## config.mk

```make
export PLATFORM = sky130hd
export DESIGN_NAME = imu_offset_calibrator
export DESIGN_NICKNAME = d
export VERILOG_FILES = /design/src/sv/imuoc_pkg.sv /design/src/sv/imu_offset_calibrator.sv /design/src/sv/imuoc_div.sv /design/src/sv/imuoc_regs.sv /design/src/sv/imuoc_dpath.sv /design/src/sv/imuoc_ctrl.sv
export SDC_FILE = /design/constraint.sdc
export NUM_CORES = 2
export LEC_CHECK = 0
export BUFFER_PORTS_ARGS = -buffer_cell sky130_fd_sc_hd__buf_2
export CELL_PAD_IN_SITES_DETAIL_PLACEMENT = 0
export CELL_PAD_IN_SITES_GLOBAL_PLACEMENT = 1
export CORE_UTILIZATION = 48
export CTS_BUF_LIST = sky130_fd_sc_hd__clkbuf_2 sky130_fd_sc_hd__clkbuf_4 sky130_fd_sc_hd__clkbuf_8
export DETAILED_ROUTE_END_ITERATION = 8
export PLACE_DENSITY_LB_ADDON = 0.08
export SYNTH_ARGS = -nofsm -noshare
export SYNTH_HDL_FRONTEND = slang
export SYNTH_SLANG_ARGS = --single-unit
```

## constraint.sdc

```tcl
create_clock -name clk_i -period 10.42 [get_ports clk_i]
set_input_delay 0.521 -clock clk_i [delete_from_list [all_inputs] [get_ports clk_i]]
set_output_delay 0.521 -clock clk_i [all_outputs]
set_load 0.1 [all_outputs]
```

## src/sv/imuoc_pkg.sv

```systemverilog
// ----------------------------------------------------------------------------
// imuoc_pkg
// Shared types and constants of the IMU offset calibrator: payload structs,
// configuration struct, register indexes, controller states and the
// command/status bundles between controller and datapath.
// ----------------------------------------------------------------------------
package imuoc_pkg;

  typedef struct packed {
    logic              kind;
    logic signed [15:0] accel_x;
    logic signed [15:0] accel_y;
    logic signed [15:0] accel_z;
    logic signed [15:0] gyro_x;
    logic signed [15:0] gyro_y;
    logic signed [15:0] gyro_z;
  } in_item_t;

  typedef struct packed {
    logic signed [15:0] accel_x_offset;
    logic signed [15:0] accel_y_offset;
    logic signed [15:0] accel_z_offset;
    logic signed [15:0] gyro_x_offset;
    logic signed [15:0] gyro_y_offset;
    logic signed [15:0] gyro_z_offset;
    logic              converged;
  } out_item_t;

  typedef struct packed {
    logic [7:0]  warmup_discard;
    logic [7:0]  accel_deadzone;
    logic [7:0]  gyro_deadzone;
    logic [14:0] accel_one_g;
  } cfg_t;

  localparam int unsigned APB_ADDR_W = 5;
  localparam int unsigned APB_DATA_W = 32;

  localparam logic [2:0] REG_SAMPLE_COUNT   = 3'd0;
  localparam logic [2:0] REG_WARMUP_DISCARD = 3'd1;
  localparam logic [2:0] REG_ACCEL_DEADZONE = 3'd2;
  localparam logic [2:0] REG_GYRO_DEADZONE  = 3'd3;
  localparam logic [2:0] REG_ACCEL_ONE_G    = 3'd4;

  localparam int unsigned RST_SAMPLE_COUNT   = 1000;
  localparam logic [7:0]  RST_WARMUP_DISCARD = 8'd101;
  localparam logic [7:0]  RST_ACCEL_DEADZONE = 8'd8;
  localparam logic [7:0]  RST_GYRO_DEADZONE  = 8'd1;
  localparam logic [14:0] RST_ACCEL_ONE_G    = 15'd16384;

  localparam int unsigned NUM_AXES    = 6;
  localparam int unsigned ACCEL_AXES  = 3;
  localparam logic [2:0]  AXIS_FIRST  = 3'd0;
  localparam logic [2:0]  AXIS_ACC_Z  = 3'd2;
  localparam logic [2:0]  AXIS_LAST   = 3'd5;

  typedef enum logic [2:0] {
    ST_IDLE,
    ST_ACCUM,
    ST_MEAN_GO,
    ST_MEAN_WAIT,
    ST_FIRST,
    ST_CHECK,
    ST_CORR_WAIT,
    ST_EMIT
  } state_e;

  typedef struct packed {
    logic       start_cal;
    logic       sample;
    logic       div_start;
    logic       div_corr;
    logic       store_mean;
    logic       first_update;
    logic       corr_update;
    logic       emit;
    logic       converged;
    logic [2:0] axis;
  } cmd_t;

  typedef struct packed {
    logic last;
    logic settled;
    logic div_done;
    logic out_room;
  } sts_t;

endpackage

```

## src/sv/imu_offset_calibrator.sv

```systemverilog
// ----------------------------------------------------------------------------
// imu_offset_calibrator
// Six-axis IMU offset calibration with separate accelerometer and gyroscope deadzones.
// ----------------------------------------------------------------------------
// A start transfer clears the offsets and returns them as zero at once. Sensor
// samples then accumulate; the first warmup_discard samples of a
// round are dropped and the next sample_count are summed. The sample that
// closes a round starts the round-end sequence, during which input stalls:
// six mean divisions on the single shared restoring divider, then in the
// first round a direct offset update, in later rounds a deadzone check per
// axis and a correction division for each axis outside its deadzone, then
// the load of the result register, which waits for room. A result waiting in
// the output register does not block samples; only a start transfer and the
// next result load wait for it. Calibration stops when a round reports all six
// axes converged.
// ----------------------------------------------------------------------------
module imu_offset_calibrator #(
  parameter int unsigned COUNT_BITS = 12
) (
  input  logic                             clk_i,
  input  logic                             rst_ni,
  input  logic                             in_valid_i,
  output logic                             in_stall_o,
  input  imuoc_pkg::in_item_t              in_data_i,
  output logic                             out_valid_o,
  input  logic                             out_stall_i,
  output imuoc_pkg::out_item_t             out_data_o,
  input  logic                             psel,
  input  logic                             penable,
  input  logic                             pwrite,
  input  logic [imuoc_pkg::APB_ADDR_W-1:0] paddr,
  input  logic [imuoc_pkg::APB_DATA_W-1:0] pwdata,
  output logic [imuoc_pkg::APB_DATA_W-1:0] prdata,
  output logic                             pready
);

  logic [COUNT_BITS-1:0] sample_count;
  imuoc_pkg::cfg_t       cfg;
  imuoc_pkg::cmd_t       cmd;
  imuoc_pkg::sts_t       sts;

  imuoc_regs #(
    .COUNT_BITS (COUNT_BITS)
  ) u_regs (
    .clk_i          (clk_i),
    .rst_ni         (rst_ni),
    .psel           (psel),
    .penable        (penable),
    .pwrite         (pwrite),
    .paddr          (paddr),
    .pwdata         (pwdata),
    .prdata         (prdata),
    .pready         (pready),
    .sample_count_o (sample_count),
    .cfg_o          (cfg)
  );

  imuoc_ctrl u_ctrl (
    .clk_i      (clk_i),
    .rst_ni     (rst_ni),
    .in_valid_i (in_valid_i),
    .in_kind_i  (in_data_i.kind),
    .in_stall_o (in_stall_o),
    .sts_i      (sts),
    .cmd_o      (cmd)
  );

  imuoc_dpath #(
    .COUNT_BITS (COUNT_BITS)
  ) u_dpath (
    .clk_i          (clk_i),
    .rst_ni         (rst_ni),
    .cmd_i          (cmd),
    .sts_o          (sts),
    .in_data_i      (in_data_i),
    .sample_count_i (sample_count),
    .cfg_i          (cfg),
    .out_valid_o    (out_valid_o),
    .out_stall_i    (out_stall_i),
    .out_data_o     (out_data_o)
  );

endmodule

```

## src/sv/imuoc_div.sv

```systemverilog
// ----------------------------------------------------------------------------
// imuoc_div
// Restoring divider, one quotient bit per cycle. Signed dividend, unsigned
// non-zero divisor, quotient truncated toward zero.
// ----------------------------------------------------------------------------
module imuoc_div #(
  parameter int unsigned NW  = 29,
  parameter int unsigned DVW = 12
) (
  input  logic                 clk_i,
  input  logic                 rst_ni,
  input  logic                 start_i,
  input  logic signed [NW-1:0] dividend_i,
  input  logic [DVW-1:0]       divisor_i,
  output logic                 done_o,
  output logic signed [NW-1:0] quotient_o
);

  localparam int unsigned CW = $clog2(NW + 1);

  logic          busy_q, done_q, neg_q;
  logic [CW-1:0] cnt_q;
  logic [NW-1:0] quo_q, raw, mag;
  logic [DVW-1:0] rem_q, dvs_q, rem_d;
  logic [DVW:0]  trial, diff;
  logic          ge;

  assign raw   = dividend_i;
  assign mag   = raw[NW-1] ? -raw : raw;
  assign trial = {rem_q, quo_q[NW-1]};
  assign diff  = trial - {1'b0, dvs_q};
  assign ge    = trial >= {1'b0, dvs_q};
  assign rem_d = ge ? diff[DVW-1:0] : trial[DVW-1:0];

  always_ff @(posedge clk_i or negedge rst_ni) begin
    if (!rst_ni) begin
      busy_q <= 1'b0;
      done_q <= 1'b0;
      cnt_q  <= '0;
    end else begin
      done_q <= 1'b0;
      if (start_i) begin
        busy_q <= 1'b1;
        cnt_q  <= CW'(NW);
      end else if (busy_q) begin
        cnt_q <= cnt_q - CW'(1);
        if (cnt_q == CW'(1)) begin
          busy_q <= 1'b0;
          done_q <= 1'b1;
        end
      end
    end
  end

  always_ff @(posedge clk_i) begin
    if (start_i) begin
      quo_q <= mag;
      rem_q <= '0;
      dvs_q <= divisor_i;
      neg_q <= raw[NW-1];
    end else if (busy_q) begin
      quo_q <= {quo_q[NW-2:0], ge};
      rem_q <= rem_d;
    end
  end

  assign done_o     = done_q;
  assign quotient_o = neg_q ? $signed(-quo_q) : $signed(quo_q);

endmodule

```

## src/sv/imuoc_regs.sv

```systemverilog
// ----------------------------------------------------------------------------
// imuoc_regs
// APB configuration registers of the calibrator.
// ----------------------------------------------------------------------------
module imuoc_regs #(
  parameter int unsigned COUNT_BITS = 12
) (
  input  logic                               clk_i,
  input  logic                               rst_ni,
  input  logic                               psel,
  input  logic                               penable,
  input  logic                               pwrite,
  input  logic [imuoc_pkg::APB_ADDR_W-1:0]   paddr,
  input  logic [imuoc_pkg::APB_DATA_W-1:0]   pwdata,
  output logic [imuoc_pkg::APB_DATA_W-1:0]   prdata,
  output logic                               pready,
  output logic [COUNT_BITS-1:0]              sample_count_o,
  output imuoc_pkg::cfg_t                    cfg_o
);

  logic [COUNT_BITS-1:0] sample_count_q;
  imuoc_pkg::cfg_t       cfg_q;
  logic [2:0]            reg_idx;
  logic                  wr_en;

  assign reg_idx = paddr[4:2];
  assign pready  = 1'b1;
  assign wr_en   = psel && penable && pwrite && pready;

  always_ff @(posedge clk_i or negedge rst_ni) begin
    if (!rst_ni) begin
      sample_count_q       <= COUNT_BITS'(imuoc_pkg::RST_SAMPLE_COUNT);
      cfg_q.warmup_discard <= imuoc_pkg::RST_WARMUP_DISCARD;
      cfg_q.accel_deadzone <= imuoc_pkg::RST_ACCEL_DEADZONE;
      cfg_q.gyro_deadzone  <= imuoc_pkg::RST_GYRO_DEADZONE;
      cfg_q.accel_one_g    <= imuoc_pkg::RST_ACCEL_ONE_G;
    end else if (wr_en) begin
      case (reg_idx)
        imuoc_pkg::REG_SAMPLE_COUNT:   sample_count_q       <= pwdata[COUNT_BITS-1:0];
        imuoc_pkg::REG_WARMUP_DISCARD: cfg_q.warmup_discard <= pwdata[7:0];
        imuoc_pkg::REG_ACCEL_DEADZONE: cfg_q.accel_deadzone <= pwdata[7:0];
        imuoc_pkg::REG_GYRO_DEADZONE:  cfg_q.gyro_deadzone  <= pwdata[7:0];
        imuoc_pkg::REG_ACCEL_ONE_G:    cfg_q.accel_one_g    <= pwdata[14:0];
        default: ;
      endcase
    end
  end

  always_comb begin
    case (reg_idx)
      imuoc_pkg::REG_SAMPLE_COUNT:   prdata = imuoc_pkg::APB_DATA_W'(sample_count_q);
      imuoc_pkg::REG_WARMUP_DISCARD: prdata = imuoc_pkg::APB_DATA_W'(cfg_q.warmup_discard);
      imuoc_pkg::REG_ACCEL_DEADZONE: prdata = imuoc_pkg::APB_DATA_W'(cfg_q.accel_deadzone);
      imuoc_pkg::REG_GYRO_DEADZONE:  prdata = imuoc_pkg::APB_DATA_W'(cfg_q.gyro_deadzone);
      imuoc_pkg::REG_ACCEL_ONE_G:    prdata = imuoc_pkg::APB_DATA_W'(cfg_q.accel_one_g);
      default:                       prdata = '0;
    endcase
  end

  assign sample_count_o = sample_count_q;
  assign cfg_o          = cfg_q;

endmodule

```

## src/sv/imuoc_dpath.sv

```systemverilog
// ----------------------------------------------------------------------------
// imuoc_dpath
// Datapath: sample counter, six axis sums, six offsets, the shared divider
// and the result register.
// ----------------------------------------------------------------------------
module imuoc_dpath #(
  parameter int unsigned COUNT_BITS = 12
) (
  input  logic                  clk_i,
  input  logic                  rst_ni,
  input  imuoc_pkg::cmd_t       cmd_i,
  output imuoc_pkg::sts_t       sts_o,
  input  imuoc_pkg::in_item_t   in_data_i,
  input  logic [COUNT_BITS-1:0] sample_count_i,
  input  imuoc_pkg::cfg_t       cfg_i,
  output logic                  out_valid_o,
  input  logic                  out_stall_i,
  output imuoc_pkg::out_item_t  out_data_o
);

  localparam int unsigned SW    = COUNT_BITS + 16;
  localparam int unsigned EW    = SW + 1;
  localparam int unsigned IDX_W = ((COUNT_BITS > 8) ? COUNT_BITS : 8) + 1;
  localparam int unsigned DVW   = (COUNT_BITS > 9) ? COUNT_BITS : 9;
  localparam logic signed [EW:0] SAT_MAX = (EW+1)'(32767);
  localparam logic signed [EW:0] SAT_MIN = (EW+1)'(-32768);

  function automatic logic signed [15:0] sat16(input logic signed [EW:0] v);
    logic signed [15:0] r;
    if (v > SAT_MAX) r = 16'sh7fff;
    else if (v < SAT_MIN) r = 16'sh8000;
    else r = v[15:0];
    return r;
  endfunction

  logic signed [SW-1:0] sums_q [imuoc_pkg::NUM_AXES];
  logic signed [15:0]   offs_q [imuoc_pkg::NUM_AXES];
  logic [IDX_W-1:0]     idx_q;
  logic                 out_valid_q;
  imuoc_pkg::out_item_t out_data_q;

  logic signed [15:0]   smp [imuoc_pkg::NUM_AXES];
  logic signed [EW-1:0] err_all [imuoc_pkg::NUM_AXES];
  logic signed [15:0]   first_off [imuoc_pkg::NUM_AXES];
  logic signed [EW-1:0] one_g, err_sel, bias, shifted, div_a, quot;
  logic [EW-1:0]        err_u, err_abs;
  logic [COUNT_BITS-1:0] n_eff;
  logic [7:0]           adiv, dz;
  logic [8:0]           gdiv;
  logic [DVW-1:0]       div_d;
  logic                 last, acc_en, div_done;
  logic signed [15:0]   corr_off;

  assign smp[0] = in_data_i.accel_x;
  assign smp[1] = in_data_i.accel_y;
  assign smp[2] = in_data_i.accel_z;
  assign smp[3] = in_data_i.gyro_x;
  assign smp[4] = in_data_i.gyro_y;
  assign smp[5] = in_data_i.gyro_z;

  assign n_eff  = (sample_count_i == '0) ? COUNT_BITS'(1) : sample_count_i;
  assign last   = ({1'b0, idx_q} + (IDX_W+1)'(1)) >=
                  ((IDX_W+1)'(cfg_i.warmup_discard) + (IDX_W+1)'(n_eff));
  assign acc_en = idx_q >= IDX_W'(cfg_i.warmup_discard);
  assign one_g  = EW'($signed({1'b0, cfg_i.accel_one_g}));

  always_comb begin
    for (int k = 0; k < imuoc_pkg::NUM_AXES; k++) begin
      if (k == int'(imuoc_pkg::AXIS_ACC_Z)) err_all[k] = one_g - EW'(sums_q[k]);
      else err_all[k] = -EW'(sums_q[k]);
      bias = '0;
      if (err_all[k][EW-1]) bias = (k < imuoc_pkg::ACCEL_AXES) ? EW'(7) : EW'(3);
      shifted = (err_all[k] + bias) >>> ((k < imuoc_pkg::ACCEL_AXES) ? 3 : 2);
      first_off[k] = sat16((EW+1)'(shifted));
    end
  end

  assign err_sel = err_all[cmd_i.axis];
  assign err_u   = err_sel;
  assign err_abs = err_u[EW-1] ? -err_u : err_u;
  assign adiv    = (cfg_i.accel_deadzone == 8'd0) ? 8'd1 : cfg_i.accel_deadzone;
  assign gdiv    = {1'b0, cfg_i.gyro_deadzone} + 9'd1;
  assign dz      = (cmd_i.axis < imuoc_pkg::AXIS_LAST - 3'd2) ? cfg_i.accel_deadzone
                                                             : cfg_i.gyro_deadzone;

  always_comb begin
    if (cmd_i.div_corr) begin
      div_a = err_sel;
      if (cmd_i.axis < imuoc_pkg::AXIS_LAST - 3'd2) div_d = DVW'(adiv);
      else div_d = DVW'(gdiv);
    end else begin
      div_a = EW'(sums_q[cmd_i.axis]);
      div_d = DVW'(n_eff);
    end
  end

  imuoc_div #(
    .NW  (EW),
    .DVW (DVW)
  ) u_div (
    .clk_i      (clk_i),
    .rst_ni     (rst_ni),
    .start_i    (cmd_i.div_start),
    .dividend_i (div_a),
    .divisor_i  (div_d),
    .done_o     (div_done),
    .quotient_o (quot)
  );

  assign corr_off = sat16((EW+1)'(offs_q[cmd_i.axis]) + (EW+1)'(quot));

  always_ff @(posedge clk_i or negedge rst_ni) begin
    if (!rst_ni) begin
      for (int k = 0; k < imuoc_pkg::NUM_AXES; k++) begin
        sums_q[k] <= '0;
        offs_q[k] <= '0;
      end
      idx_q <= '0;
    end else begin
      if (cmd_i.start_cal) begin
        for (int k = 0; k < imuoc_pkg::NUM_AXES; k++) begin
          sums_q[k] <= '0;
          offs_q[k] <= '0;
        end
        idx_q <= '0;
      end
      if (cmd_i.sample) begin
        idx_q <= last ? '0 : idx_q + IDX_W'(1);
        if (acc_en) begin
          for (int k = 0; k < imuoc_pkg::NUM_AXES; k++) begin
            sums_q[k] <= sums_q[k] + SW'(smp[k]);
          end
        end
      end
      if (cmd_i.store_mean) sums_q[cmd_i.axis] <= SW'(quot);
      if (cmd_i.first_update) begin
        for (int k = 0; k < imuoc_pkg::NUM_AXES; k++) offs_q[k] <= first_off[k];
      end
      if (cmd_i.corr_update) offs_q[cmd_i.axis] <= corr_off;
      if (cmd_i.emit) begin
        for (int k = 0; k < imuoc_pkg::NUM_AXES; k++) sums_q[k] <= '0;
      end
    end
  end

  always_ff @(posedge clk_i or negedge rst_ni) begin
    if (!rst_ni) begin
      out_valid_q <= 1'b0;
    end else if (cmd_i.start_cal || cmd_i.emit) begin
      out_valid_q <= 1'b1;
    end else if (!out_stall_i) begin
      out_valid_q <= 1'b0;
    end
  end

  always_ff @(posedge clk_i) begin
    if (cmd_i.start_cal) begin
      out_data_q <= '0;
    end else if (cmd_i.emit) begin
      out_data_q.accel_x_offset <= offs_q[0];
      out_data_q.accel_y_offset <= offs_q[1];
      out_data_q.accel_z_offset <= offs_q[2];
      out_data_q.gyro_x_offset  <= offs_q[3];
      out_data_q.gyro_y_offset  <= offs_q[4];
      out_data_q.gyro_z_offset  <= offs_q[5];
      out_data_q.converged      <= cmd_i.converged;
    end
  end

  assign sts_o.last     = last;
  assign sts_o.settled  = err_abs <= EW'(dz);
  assign sts_o.div_done = div_done;
  assign sts_o.out_room = !out_valid_q || !out_stall_i;

  assign out_valid_o = out_valid_q;
  assign out_data_o  = out_data_q;

endmodule

```

## src/sv/imuoc_ctrl.sv

```systemverilog
// ----------------------------------------------------------------------------
// imuoc_ctrl
// Controller: sequences sample intake, the mean and correction divisions
// over the six axes, and the result transfer.
// ----------------------------------------------------------------------------
module imuoc_ctrl (
  input  logic            clk_i,
  input  logic            rst_ni,
  input  logic            in_valid_i,
  input  logic            in_kind_i,
  output logic            in_stall_o,
  input  imuoc_pkg::sts_t sts_i,
  output imuoc_pkg::cmd_t cmd_o
);

  imuoc_pkg::state_e state_q, state_d;
  logic [2:0]        axis_q, axis_d;
  logic              first_q, first_d;
  logic              all_q, all_d;
  logic              accept;

  always_ff @(posedge clk_i or negedge rst_ni) begin
    if (!rst_ni) begin
      state_q <= imuoc_pkg::ST_IDLE;
      axis_q  <= imuoc_pkg::AXIS_FIRST;
      first_q <= 1'b0;
      all_q   <= 1'b0;
    end else begin
      state_q <= state_d;
      axis_q  <= axis_d;
      first_q <= first_d;
      all_q   <= all_d;
    end
  end

  always_comb begin
    state_d = state_q;
    axis_d  = axis_q;
    first_d = first_q;
    all_d   = all_q;
    cmd_o   = '0;
    cmd_o.axis = axis_q;

    in_stall_o = !(state_q == imuoc_pkg::ST_IDLE || state_q == imuoc_pkg::ST_ACCUM) ||
                 (in_kind_i && !sts_i.out_room);
    accept = in_valid_i && !in_stall_o;

    case (state_q)
      imuoc_pkg::ST_IDLE: begin
        if (accept && in_kind_i) begin
          cmd_o.start_cal = 1'b1;
          first_d = 1'b1;
          state_d = imuoc_pkg::ST_ACCUM;
        end
      end
      imuoc_pkg::ST_ACCUM: begin
        if (accept) begin
          if (in_kind_i) begin
            cmd_o.start_cal = 1'b1;
            first_d = 1'b1;
          end else begin
            cmd_o.sample = 1'b1;
            if (sts_i.last) begin
              axis_d  = imuoc_pkg::AXIS_FIRST;
              state_d = imuoc_pkg::ST_MEAN_GO;
            end
          end
        end
      end
      imuoc_pkg::ST_MEAN_GO: begin
        cmd_o.div_start = 1'b1;
        state_d = imuoc_pkg::ST_MEAN_WAIT;
      end
      imuoc_pkg::ST_MEAN_WAIT: begin
        if (sts_i.div_done) begin
          cmd_o.store_mean = 1'b1;
          if (axis_q == imuoc_pkg::AXIS_LAST) begin
            axis_d  = imuoc_pkg::AXIS_FIRST;
            all_d   = 1'b1;
            state_d = first_q ? imuoc_pkg::ST_FIRST : imuoc_pkg::ST_CHECK;
          end else begin
            axis_d  = axis_q + 3'd1;
            state_d = imuoc_pkg::ST_MEAN_GO;
          end
        end
      end
      imuoc_pkg::ST_FIRST: begin
        cmd_o.first_update = 1'b1;
        state_d = imuoc_pkg::ST_EMIT;
      end
      imuoc_pkg::ST_CHECK: begin
        cmd_o.div_corr = 1'b1;
        if (sts_i.settled) begin
          if (axis_q == imuoc_pkg::AXIS_LAST) state_d = imuoc_pkg::ST_EMIT;
          else axis_d = axis_q + 3'd1;
        end else begin
          cmd_o.div_start = 1'b1;
          all_d   = 1'b0;
          state_d = imuoc_pkg::ST_CORR_WAIT;
        end
      end
      imuoc_pkg::ST_CORR_WAIT: begin
        cmd_o.div_corr = 1'b1;
        if (sts_i.div_done) begin
          cmd_o.corr_update = 1'b1;
          if (axis_q == imuoc_pkg::AXIS_LAST) begin
            state_d = imuoc_pkg::ST_EMIT;
          end else begin
            axis_d  = axis_q + 3'd1;
            state_d = imuoc_pkg::ST_CHECK;
          end
        end
      end
      imuoc_pkg::ST_EMIT: begin
        cmd_o.converged = !first_q && all_q;
        if (sts_i.out_room) begin
          cmd_o.emit = 1'b1;
          first_d = 1'b0;
          state_d = cmd_o.converged ? imuoc_pkg::ST_IDLE : imuoc_pkg::ST_ACCUM;
        end
      end
      default: begin
        state_d = imuoc_pkg::ST_IDLE;
      end
    endcase
  end

  a_done_while_waiting: assert property (@(posedge clk_i) disable iff (!rst_ni)
    sts_i.div_done |-> (state_q == imuoc_pkg::ST_MEAN_WAIT ||
                        state_q == imuoc_pkg::ST_CORR_WAIT))
    else $error("divider finished outside a wait state");

  a_round_end_starts_means: assert property (@(posedge clk_i) disable iff (!rst_ni)
    (state_q == imuoc_pkg::ST_ACCUM && accept && !in_kind_i && sts_i.last) |=>
      (state_q == imuoc_pkg::ST_MEAN_GO && axis_q == imuoc_pkg::AXIS_FIRST))
    else $error("round end did not open the mean divisions at the first axis");

  a_converged_goes_idle: assert property (@(posedge clk_i) disable iff (!rst_ni)
    (cmd_o.emit && cmd_o.converged) |=> state_q == imuoc_pkg::ST_IDLE)
    else $error("converged result did not stop calibration");

  a_axis_in_range: assert property (@(posedge clk_i) disable iff (!rst_ni)
    axis_q <= imuoc_pkg::AXIS_LAST)
    else $error("axis counter out of range");

  a_first_round_not_converged: assert property (@(posedge clk_i) disable iff (!rst_ni)
    (cmd_o.emit && first_q) |-> !cmd_o.converged)
    else $error("first round reported convergence");

endmodule

```

-- Yosys cells after proc, flatten, opt, wreduce, memory -nomap -nowiden
Index checks and enable logic that the tools add are counted.
- input bits: 141
- logic and storage cells: 266
- flip-flop bits (word level): 495
- output and inout bits: 132
- reduce and logical (&&, ||, !) cells: 36
- $add $sub $neg: 29
- $lt $le $gt $ge: 21
- equality and inequality tests: 26
- bitwise operators: 1
- mux-type cells: 116
- operator list (operator ; number):
    2-to-1 mux 168 bit ; 5
    2-to-1 mux 96 bit ; 3
    2-to-1 mux 16 bit ; 17
    2-to-1 mux 29 bit ; 8
    adder 28 x 16 -> 28 bit ; 6
    bitwise mux 168 bit ; 1
    negator 28 -> 29 bit ; 5
    bitwise mux 96 bit ; 1
    adder 29 x 3 -> 29 bit ; 3
    adder 29 x 4 -> 29 bit ; 3
    binary-select mux 29 bit (select 3 bit) ; 1
    negator 29 bit ; 3
    binary-select mux 28 bit (select 3 bit) ; 1
    demux 28 bit (select 3 bit) ; 1
    2-to-1 mux 28 bit ; 3
    greater-than comparator 27 x 16 -> 1 bit, second input constant ; 3
    less-than comparator 27 x 16 -> 1 bit, second input constant ; 3
    greater-than comparator 26 x 16 -> 1 bit, second input constant ; 3
    less-than comparator 26 x 16 -> 1 bit, second input constant ; 3
    one-hot mux 15 bit (5 select lines) ; 1
    2-to-1 mux 3 bit ; 21
    binary-select mux 16 bit (select 3 bit) ; 1
    demux 16 bit (select 3 bit) ; 1
    2-to-1 mux 13 bit ; 3
    51 further kinds ; 129

-- Depth between registers and ports, before layout
- depth after elaboration: 16
- gate-level depth with buffers: 32
- depth with buffers taken out: 28

-- Cells and area by module
Synthesis repeated with hierarchy kept, for this count alone.
- cell total of the unflattened synthesis: 6007
- area total of the unflattened synthesis: 47967.3 sq um
- modules (own cells, without submodules) (module ; area an instance (sq um) ; times used ; cells an instance):
    imuoc_dpath ; 40527.6 ; 1 ; 5272
    imuoc_div ; 4216.5 ; 1 ; 461
    imuoc_regs ; 2513.7 ; 1 ; 191
    imuoc_ctrl ; 709.4 ; 1 ; 83

-- Worst setup path before layout
No wires, ideal clock.
- kind: register to register
- start point: register u_ctrl.axis_q[0]
- end point: register u_dpath.offs_q[58] (netlist bit)
- cell stages (with the launch flop): 28
- arrival time: 8.649 ns
- setup time: 0.094 ns
- path slack: 1.677 ns
- path buffers: 12
- period minus slack after synthesis: 8.743 ns
- cell sequence: dfrtp_1 > buf_2 > buf_2 > buf_2 > buf_1 > buf_2 > buf_1 > buf_2 > buf_1 > clkbuf_1 > clkbuf_1 > mux2i_1 > o21ai_0 > ha_1 > a21o_1 > a21o_1 > a21bo_2 > a31o_2 > and2_1 > or4_1 > a2111oi_0 > nand3_1 > nor4_1 > or2_2 > clkbuf_1 > clkbuf_1 > nand2_1 > a211oi_1
- word-level cells in the longest chain between the ends: 10
- ends and longest elaborated chain (item ; line ; text):
    from (decl) ; imuoc_ctrl.sv:17 ; logic [2:0] axis_q, axis_d;
    from (signal assigned) ; imuoc_ctrl.sv:25 ; axis_q <= imuoc_pkg::AXIS_FIRST;
    from (signal assigned) ; imuoc_ctrl.sv:30 ; axis_q <= axis_d;
    NOT 3 -> 4 bit (not written as such) * ; imuoc_dpath.sv:110, imuoc_dpath.sv:139 ;
    binary-select mux 16 bit (select 3 bit) ; imuoc_dpath.sv:110 ; assign corr_off = sat16((EW+1)'(offs_q[cmd_i.axis]) + (EW+1)'(quot));
    2-to-1 mux 16 bit (not written as such) (2 in series) ; imuoc_dpath.sv:110 ;
    adder 16 x 29 -> 30 bit ; imuoc_dpath.sv:110 ;
    less-than comparator 30 x 16 -> 1 bit ; imuoc_dpath.sv:31 ; else if (v < SAT_MIN) r = 16'sh8000;
    2-to-1 mux 16 bit ; imuoc_dpath.sv:31 ;
    2-to-1 mux 16 bit ; imuoc_dpath.sv:30 ; if (v > SAT_MAX) r = 16'sh7fff;
    bitwise mux 96 bit * ; imuoc_dpath.sv:139 ; if (cmd_i.corr_update) offs_q[cmd_i.axis] <= corr_off;
    2-to-1 mux 96 bit * ; imuoc_dpath.sv:139 ;
    to (signal, indexed assignment) ; imuoc_dpath.sv:139 ;
    to (decl) ; imuoc_dpath.sv:37 ; logic signed [15:0] offs_q [imuoc_pkg::NUM_AXES];
Every way passes the cells marked *; elsewhere a longest branch is shown, timed or not. The select of a mux whose other input is x is not followed.
A chain may end at the register's enable or synchronous reset.

-- Worst setup path in the final report
- start point: register u_dpath.sums_q[1] (netlist bit)
- end point: register u_dpath.u_div.quo_q[18], enable pin
- word-level cells in the longest chain between the ends: 10
- ends and longest elaborated chain (item ; line ; text):
    from (decl) ; imuoc_dpath.sv:36 ; logic signed [SW-1:0] sums_q [imuoc_pkg::NUM_AXES];
    from (signal, indexed assignment) ; imuoc_dpath.sv:131 ; sums_q[k] <= sums_q[k] + SW'(smp[k]);
    from (signal, indexed assignment) ; imuoc_dpath.sv:135 ; if (cmd_i.store_mean) sums_q[cmd_i.axis] <= SW'(quot);
    negator 28 -> 29 bit * ; imuoc_dpath.sv:70 ; else err_all[k] = -EW'(sums_q[k]);
    binary-select mux 29 bit (select 3 bit) * ; imuoc_dpath.sv:78 ; assign err_sel = err_all[cmd_i.axis];
    2-to-1 mux 29 bit (not written as such) * (2 in series) ; imuoc_dpath.sv:78 ;
    negator 29 bit ; imuoc_dpath.sv:80 ; assign err_abs = err_u[EW-1] ? -err_u : err_u;
    2-to-1 mux 29 bit * ; imuoc_dpath.sv:80 ;
    less-or-equal comparator 29 x 8 -> 1 bit * ; imuoc_dpath.sv:171 ; assign sts_o.settled = err_abs <= EW'(dz);
    2-to-1 mux 1 bit * ; imuoc_ctrl.sv:93 ; if (sts_i.settled) begin
    one-hot mux 1 bit (2 select lines) * ; imuoc_ctrl.sv:48 ; case (state_q)
    nonzero test 2 bit (no source line) * ; - ;
    to (signal assigned) ; imuoc_div.sv:57 ; quo_q <= mag;
    to (signal assigned) ; imuoc_div.sv:62 ; quo_q <= {quo_q[NW-2:0], ge};
    to (decl) ; imuoc_div.sv:23 ; logic [NW-1:0] quo_q, raw, mag;
Marked as above.

==> key figures <==
Run status
  – Status: finished, final reports clean

Yosys
  – Synth Flop Type: dfrtp_1
  – Register bit total from synthesis: 495
  – Post-synth top cells: nand2_1 (535), a21oi_1 (518), nor2_1 (510)
  – Cell variety after synth: 113
  – Syn Inst Count: 5828
  – Sequential element share of the synthesized area: 26.1%
  – Ranking of synthesized cells by area: dfrtp_1 (18%), ha_1 (7.5%), xnor2_1 (5.7%)
  – Post-synth ARST share: 69.5%
  – EDFF count, synth: 42
  – Most common cell in the netlist: nand2_1
  – Post-Syn Area: 0.0462 mm2
  – Synth area leader: dfrtp_1
  – Synth warnings: 0
  – Synth top area share: 17.9%
  – Post-synthesis average cell area: 7.93 um2

Place
  – HPWL after detailed placement: 162000 um
  – Final GP Congestion: 1.14
  – Cells after DPL: 7048
  – I/O Buffers: 235

Setup path
  – R2R setup slack: 1.33 ns
  – RR Startpoint: u_dpath.sums_q[1]
  – Crit path largest cell delay: 0.70 ns
  – CP max FO: 30
  – CP required: 10.92 ns
  – Reg2Reg Capture Point: u_dpath.u_div.quo_q[18]
  – Worst R2R Path Depth: 29
  – CP startpoint kind: flip-flop
  – Worst Path Arrival: 9.59 ns
  – Slowest cell on crit path: nor4_4
  – Setup CP Type: reg2reg
  – Crit. End Element: flip-flop

Timing
  – Fin crit share: 87.2%
  – Max Fclk: 0.110 GHz
  – Min Tclk post-route: 9.09 ns
  – Relative slew slack: 14.4%
  – RSZ-0062 raised after global routing: no
  – Actual slew at the worst max-slew pin: 1.27 ns
  – Setup Skew: 0.0624 ns
  – Setup tns final: 0 ns
  – Max Transition Viols Final: 0
  – Final hold violation count: 0
  – Setup violators final: 0

Die
  – Horiz. Die Dim: 312 um
  – Row cnt: 113
  – Die Area: 0.0976 mm2
  – I/O pin count: 273
  – Starting density of the core: 48.6%
  – Core ar.: 0.0952 mm2
  – Die Y: 312 um

Drt
  – Per-cell routed wire length: 29.6 um
  – Top Layer Used: met5
  – Final wirelength: 214000 um
  – Iter 0 DRT Violations: 6081
  – Via/cell ratio: 6.72
  – DRT Pass-1 Iters: 6
  – Drt drc: 0
  – Met2 WL: 85600 um
  – Detail Route Antenna Nets: 0
  – DR vias: 48672
  – DR WL met3: 23800 um
  – Metal-1 WL: 88200 um

Global routing
  – Largest net degree at the start of global routing: 138
  – GRT Util Overall: 42.6%
  – First-pass GRT wire length: 307000 um
  – Grt ovf: 0
  – Vias in the first global route: 44094
  – Antenna violations before repair: 12

Final layout
  – Filler cell count: 9221
  – Layout area overhead: 9.79%
  – Multi-input logic area: 0.0322 mm2
  – Seq. cell area: 0.0121 mm2
  – Layout Nets: 6319
  – Share of layout cells above drive strength 1: 12.3%
  – Layout Cells excl Fill: 7245

CTS
  – Post-CTS Setup Repair Bufs: 0
  – # hold bufs at CTS: 14
  – CTS Buffer Depth: 3
  – CTS tree: yes
  – H-tree Lvls: 3
  – Total CTS buffers: 91
  – Skew-Pair Late Insertion Delay: 0.84 ns
  – Cts repair resizes: 0
  – Root Buffer: clkbuf_8
  – CTS sink count: 495
  – Clock input transition at the sequential cells of the worst setup and hold paths: 0.07 ns

Hold path
  – Min-Delay Endpoint: u_regs.cfg_o[0]
  – Worst Hold Class: in2reg
  – Hold depth: 3
  – Worst hold start: pwdata[0]

Run
  – Max Cap Viol: 0

Pwr
  – Power Density: 346 mW/mm2
  – Total Power: 0.0176 W
  – Leakage Power: 22.5 nW
  – Peak supply drop: 0.263 mV
-- flip-flops by register name (all words and copies together), names as in the netlist, 5 cells and up --
register / count
u_dpath.u_div.dvs_q: 12
u_dpath.u_div.quo_q: 29
u_dpath.sums_q: 168
u_dpath.idx_q: 13
u_dpath.u_div.cnt_q: 5
u_regs.cfg_o: 39
u_regs.sample_count_o: 12
u_dpath.out_data_o: 97
u_dpath.offs_q: 96
u_dpath.u_div.rem_q: 12
-- layout make-up --
type                       instances  share of cell area (%)
timing repair buffer             366                    4.37
tap                             1265                    3.12
antenna                           15                  0.0740
clock inverter                    28                   0.587
clock buffer                     140                    3.45
sequential                       495                    23.8
multi-input combinational       4782                    63.5
inverter                         154                    1.14
-- worst max path at each step --
stage	startpoint	end	slack, ns	cells past startpoint
2_1_floorplan	u_ctrl.axis_q[0]	u_dpath.offs_q[58]	1.68	27
3_3_place_gp	u_dpath.sums_q[1]	u_dpath.u_div.quo_q[1]	1.69	29
3_5_place_dp	u_dpath.sums_q[1]	u_dpath.u_div.quo_q[1]	1.67	29
4_1_cts	u_dpath.sums_q[1]	u_dpath.u_div.quo_q[17]	1.60	29
5_1_grt	u_dpath.sums_q[1]	u_dpath.u_div.quo_q[18]	0.97	29
6_report	u_dpath.sums_q[1]	u_dpath.u_div.quo_q[18]	1.33	29
-- logic make-up after synthesis --
family	after synthesis	share of synthesized area, %
AOI/OAI and AO/OA	1839	26.5
xor gates and xnor gates	459	8.70
adders and majority gates	288	7.96
buffers and inverters	567	4.92
DFF	495	26.1
muxes	188	4.67
other	2	0.0162
and+or+nand+nor	1990	21.1
-- stage by stage --
step	hold WS, ns	worst slack [ns]	cell area (um2)	util [%]
final	0.0562	1.33	50800	53.3
after global routing	0.0335	0.965	50700	53.3
after CTS	0.00325	1.60	50700	53.3
after detailed placement	0.443	1.67	48500	51.0
after global placement	0.441	1.69	48500	51.0
after floorplan	0.225	1.68	46300	-
-- power breakdown --
group / switching [W] / total [W] / leakage, nW / internal (W)
Combinational: 0.00877 / 0.0124 / 15.5 / 0.00359
Sequential: 0.000627 / 0.00307 / 5.96 / 0.00244
Clock: 0.000968 / 0.00215 / 1.09 / 0.00118
Total: 0.0104 / 0.0176 / 22.5 / 0.00721
-- cells in the final DEF, fill, tap and decap left out, types with 63 or more instances in the layout --
| cell type | n |
|---|---|
| ha_1 | 278 |
| xnor2_1 | 292 |
| nand3_1 | 132 |
| a311oi_1 | 79 |
| mux2_2 | 63 |
| dfrtp_1 | 328 |
| a211oi_1 | 89 |
| a21o_1 | 86 |
| inv_1 | 152 |
| a21oi_1 | 518 |
| nor3_1 | 253 |
| o21ai_0 | 317 |
| a221oi_1 | 80 |
| buf_2 | 234 |
| a22oi_1 | 112 |
| dfxtp_1 | 109 |
| xor2_1 | 157 |
| nor2_1 | 504 |
| clkbuf_8 | 112 |
| nand2b_1 | 76 |
| buf_4 | 116 |
| mux2i_1 | 88 |
| nand2_1 | 534 |
-- critical path, delay by kind of cell (launching register included) --
family                     cells  cell delay, ns
adders and majority gates      2            0.63
and+or+nand+nor                9            3.28
AOI/OAI and AO/OA             14            3.15
buffers and inverters          4            1.14
DFF                            1            0.53
-- routing by layer --
metal	global-route usage, %	vias to the layer above
met4	28.6	6
met2	59.3	2716
met5	0	-
met1	57.0	23469
met3	12.2	633
li1	-	21848
Note: power is estimated with default switching activity, not from simulation.
